$ cat src/hw/rtl/ssc_pkg.sv
// shared types, constants and segment decode for the seven-segment counter
`timescale 1ns / 1ps
`default_nettype none
package ssc_pkg;

  localparam int NUM_DIGITS  = 4;
  localparam int DIGIT_IDX_W = 2;
  localparam int LIMIT_W     = 16;
  localparam int DIGIT_EN_W  = 4;
  localparam int SEG_W       = 8;

  localparam logic [LIMIT_W-1:0] LIMIT_RESET = 16'd50;

  typedef logic [3:0] bcd_t;

  // element 3 is thousands, element 0 is units
  typedef bcd_t [NUM_DIGITS-1:0] bcd_count_t;

  typedef struct packed {
    logic       valid;
    bcd_count_t count;
  } queue_head_t;

  localparam bcd_t BCD_NINE = 4'd9;

  // active-low selects in emission order: thousands, hundreds, tens, units
  localparam logic [DIGIT_EN_W-1:0] DIGIT_ENABLES [NUM_DIGITS] = '{
    4'b1110, 4'b1101, 4'b1011, 4'b0111
  };

  localparam logic [DIGIT_IDX_W-1:0] LAST_IDX = DIGIT_IDX_W'(NUM_DIGITS - 1);

  function automatic logic [SEG_W-1:0] seg_pattern(input bcd_t d);
    logic [SEG_W-1:0] p;
    unique case (d)
      4'd0:    p = 8'b0011_1111;
      4'd1:    p = 8'b0000_0110;
      4'd2:    p = 8'b0101_1011;
      4'd3:    p = 8'b0100_1111;
      4'd4:    p = 8'b0110_0110;
      4'd5:    p = 8'b0110_1101;
      4'd6:    p = 8'b0111_1101;
      4'd7:    p = 8'b0000_0111;
      4'd8:    p = 8'b0111_1111;
      4'd9:    p = 8'b0110_1111;
      default: p = 8'b0000_0000;
    endcase
    return p;
  endfunction

endpackage
`default_nettype wire

$ cat src/hw/rtl/ssc_queue.sv
// short queue of count snapshots between front and back
`timescale 1ns / 1ps
`default_nettype none
module ssc_queue import ssc_pkg::*; #(
  parameter int DEPTH = 2
) (
  input  logic        clk,
  input  logic        rst,
  input  logic        push,
  input  bcd_count_t  push_count,
  input  logic        pop,
  output logic        full,
  output queue_head_t head
);

  localparam int PTR_W = (DEPTH > 1) ? $clog2(DEPTH) : 1;
  localparam int CNT_W = $clog2(DEPTH + 1);
  localparam logic [PTR_W-1:0] PTR_LAST = PTR_W'(DEPTH - 1);

  bcd_count_t       entries [DEPTH];
  logic [PTR_W-1:0] wr_ptr;
  logic [PTR_W-1:0] rd_ptr;
  logic [CNT_W-1:0] level;

  assign full       = level == CNT_W'(DEPTH);
  assign head.valid = level != '0;
  assign head.count = entries[rd_ptr];

  always_ff @(posedge clk) begin
    if (push) begin
      entries[wr_ptr] <= push_count;
    end
  end

  always_ff @(posedge clk) begin
    if (rst) begin
      wr_ptr <= '0;
      rd_ptr <= '0;
      level  <= '0;
    end else begin
      if (push) begin
        wr_ptr <= (wr_ptr == PTR_LAST) ? '0 : wr_ptr + PTR_W'(1);
      end
      if (pop) begin
        rd_ptr <= (rd_ptr == PTR_LAST) ? '0 : rd_ptr + PTR_W'(1);
      end
      if (push && !pop) begin
        level <= level + CNT_W'(1);
      end else if (pop && !push) begin
        level <= level - CNT_W'(1);
      end
    end
  end

endmodule
`default_nettype wire

$ cat config.mk
export PLATFORM = sky130hd
export DESIGN_NAME = ssc_queue
export DESIGN_NICKNAME = d
export VERILOG_FILES = /design/src/hw/rtl/ssc_pkg.sv /design/src/hw/rtl/ssc_queue.sv
export SDC_FILE = /design/constraint.sdc
export NUM_CORES = 1
export LEC_CHECK = 0
export BUFFER_PORTS_ARGS = -buffer_cell sky130_fd_sc_hd__buf_2
export CAP_MARGIN = 20
export CORE_MARGIN = 1
export CORE_UTILIZATION = 50
export CTS_CLUSTER_SIZE = 14
export DETAILED_ROUTE_END_ITERATION = 6
export MAX_ROUTING_LAYER = met4
export PLACE_DENSITY = 0.77
export REMOVE_ABC_BUFFERS = 1
export SYNTH_ARGS = -nofsm -noshare
export SYNTH_HDL_FRONTEND = slang
export SYNTH_SLANG_ARGS = --single-unit
$ cat constraint.sdc
create_clock -name clk -period 2.1 [get_ports clk]
set_input_delay 0.42 -clock clk [delete_from_list [all_inputs] [get_ports clk]]
set_output_delay 0.42 -clock clk [all_outputs]
set_load 0.1 [all_outputs]
==> run metrics <==
status finished clean; number of diodes 0; part of the power in the clock network 0.215; Top Ports 38; Hold WS 0.269 ns; Hold Violations, Final 0; # clock sinks 37; first-pass detailed-route iteration total 4; Logic pwr share 0.323; R2R Path End entries[1][5]; Syn. warnings 0; Final period util 0.865; H-tree depth 2; CTS clock-pin slew for the worst setup and hold paths 0.10 ns; full die area 2940 um^2; drt drc 0; Worst Hold Class in2reg; CTS root buf clkbuf_4; top post-synthesis cells by area edfxtp_1 70%, mux2_2 13%, dfxtp_1 7.3%, xnor2_1 1.3%, xor2_1 1.3%; worst hold start push_count[14]; CTS hold repair buffers 0; critical path startpoint category flop; Initial DRC Count 7; top-count cell post-synth edfxtp_1; WL/cell 13.7 um; worst-margin pin slew 0.486 ns; Setup crit end head[14]; WP data arrival 1.40 ns; Synth top cells by count 32 x edfxtp_1, 16 x mux2_2, 5 x dfxtp_1; DIE WIDTH 54.2 um; Clock Latency Late Sink 0.33 ns; Final #Nets 140; first-pass GRT wire length 3060 um; via count 739; sequential share of the synthesized area 0.778; Placed Area 1850 um^2; post-route design area 1920 um^2; Net Sw Frac 0.333; pins over their slew limit 0; Max Buffers Root-to-Sink 2; CP required 1.68 ns; share of power burned in registers 0.462; cts bufs inserted 5; GPL Wtd Cong 0.583; Peak supply drop 0.000784 V; Syn Area/Cell 18.9 um^2; CTS tree yes; Syn Inst Count 72; max cap viols 0; Post-CTS Setup Bufs 0; LEAKAGE 0.758 nW; fin crit period 1.82 ns; Yosys top cell area share 0.705; Synth Flop Type edfxtp_1; layout cells sized above 1 0.567; Crit Path Max Fanout 9; critical path class reg2out; Worst slew margin 0.678; Internal 1.25 mW; initial antenna violation count 0; area growth from synthesis to layout 40.9%; endpoints failing setup 0; Mapped Area 1360 um^2; GRT Util Overall 0.167; reg-to-reg critical path startpoint wr_ptr; crit end category output pin; RSZ-0062 raised after global routing no; post_cts resized 0; Post-synth EDFFs 32; power consumption 1.88 mW; GR Overflow Total 0; Fin Setup TNS 0 ns; vias in the first global route 708; Fmax achieved 0.550 GHz; vias per std cell 4.93; largest net degree at the start of global routing 12; R2R depth 2; NetSw 0.626 mW; ANT nets after route 0; clk_skew 0.00527 ns; Die H 54.2 um; dpl cells 142; Core ar. 2520 um^2; Yosys top cell by area edfxtp_1; Pwr Density 978 nW/um^2; Port Buffers 37; Rows 18; drt total wl 2050 um; synth unique cells 17; register-to-register setup slack 0.80 ns; Non-Filler Instances 150; asr flop ratio synth 0; Yosys reg bits 37; DP HPWL 1490 um; Starting Density 0.541
==> sequential cells by signal, summed over array words and instances (netlist names), named ones only <==
signal	flops
entries	32
level	2
rd_ptr	1
wr_ptr	1
==> final cells by class <==
| cell class | instances | area [um^2] |
|---|---|---|
| Clock buffer | 7 | 65.1 |
| Clock inverter | 1 | 5.00 |
| Fill cell | 164 | 601 |
| Inverter | 1 | 3.75 |
| Multi-Input combinational cell | 32 | 287 |
| Sequential cell | 37 | 1060 |
| Tap cell | 30 | 37.5 |
| Timing Repair Buffer | 42 | 463 |
==> cells in the final DEF (no fill, tap or decap), drive strengths merged <==
cell type | netlist | layout
buf | 2 | 42
edfxtp | 32 | 32
mux2 | 16 | 16
clkbuf | 0 | 7
dfxtp | 5 | 5
nor2 | 4 | 4
xor2 | 2 | 2
xnor2 | 2 | 2
inv | 1 | 1
or2 | 1 | 1
and2 | 1 | 1
and2b | 1 | 1
nor2b | 1 | 1
o21ai | 1 | 1
or3 | 1 | 1
a21oi | 1 | 1
ha | 1 | 1
clkinv | 0 | 1
==> critical path: stages (launching register included) <==
cell and delay [ns]:
dfxtp_1 0.34, buf_4 0.18, mux2_2 0.38, buf_12 0.17
==> how the worst min path moves through the flow <==
stage,cells past startpoint,endpoint,slack (ns)
2_1_floorplan,2,level[1],0.46
3_3_place_gp,2,level[1],0.47
3_5_place_dp,2,level[1],0.50
4_1_cts,1,entries[0][14],0.25
5_1_grt,1,entries[1][8],0.24
6_report,1,entries[0][14],0.27
==> per-stage QoR <==
step                      setup slack, ns   util
after floorplan                     0.452      -
after global placement              0.643  0.734
after detailed placement            0.613  0.734
after CTS                           0.251  0.762
after global routing                0.202  0.762
final                               0.282  0.762
==> per-layer routing <==
| layer | global-route usage | wire, um | vias to the layer above |
|---|---|---|---|
| met5 | - | 0 | - |
| met2 | 0.252 | 1010 | 25 |
| met1 | 0.177 | 848 | 348 |
| li1 | - | - | 360 |
| met4 | 0.0897 | 50 | 0 |
| met3 | 0.0861 | 141 | 6 |
==> kinds of logic (layout without fill, tap and decap cells) <==
logic type / Yosys count / after routing / synth area share
AOI/OAI and AO/OA: 2 / 2 / 0.00733
xor gates and xnor gates: 4 / 4 / 0.0257
DFF: 37 / 37 / 0.778
adders and majority gates: 1 / 1 / 0.00917
buffers and inverters: 3 / 51 / 0.0119
and+or+nand+nor: 9 / 9 / 0.0358
muxes: 16 / 16 / 0.132
==> power by group through the flow <==
stage / sequential [mW] / clock (mW) / combinational [mW]
2_1_floorplan: 0.889 / 0 / 0.391
3_3_place_gp: 0.882 / 0 / 0.604
3_5_place_dp: 0.885 / 0 / 0.610
4_1_cts: 0.869 / 0.421 / 0.611
5_1_grt: 0.874 / 0.447 / 0.628
6_report: 0.868 / 0.405 / 0.607
No activity file was read; power rests on OpenSTA's default activity.
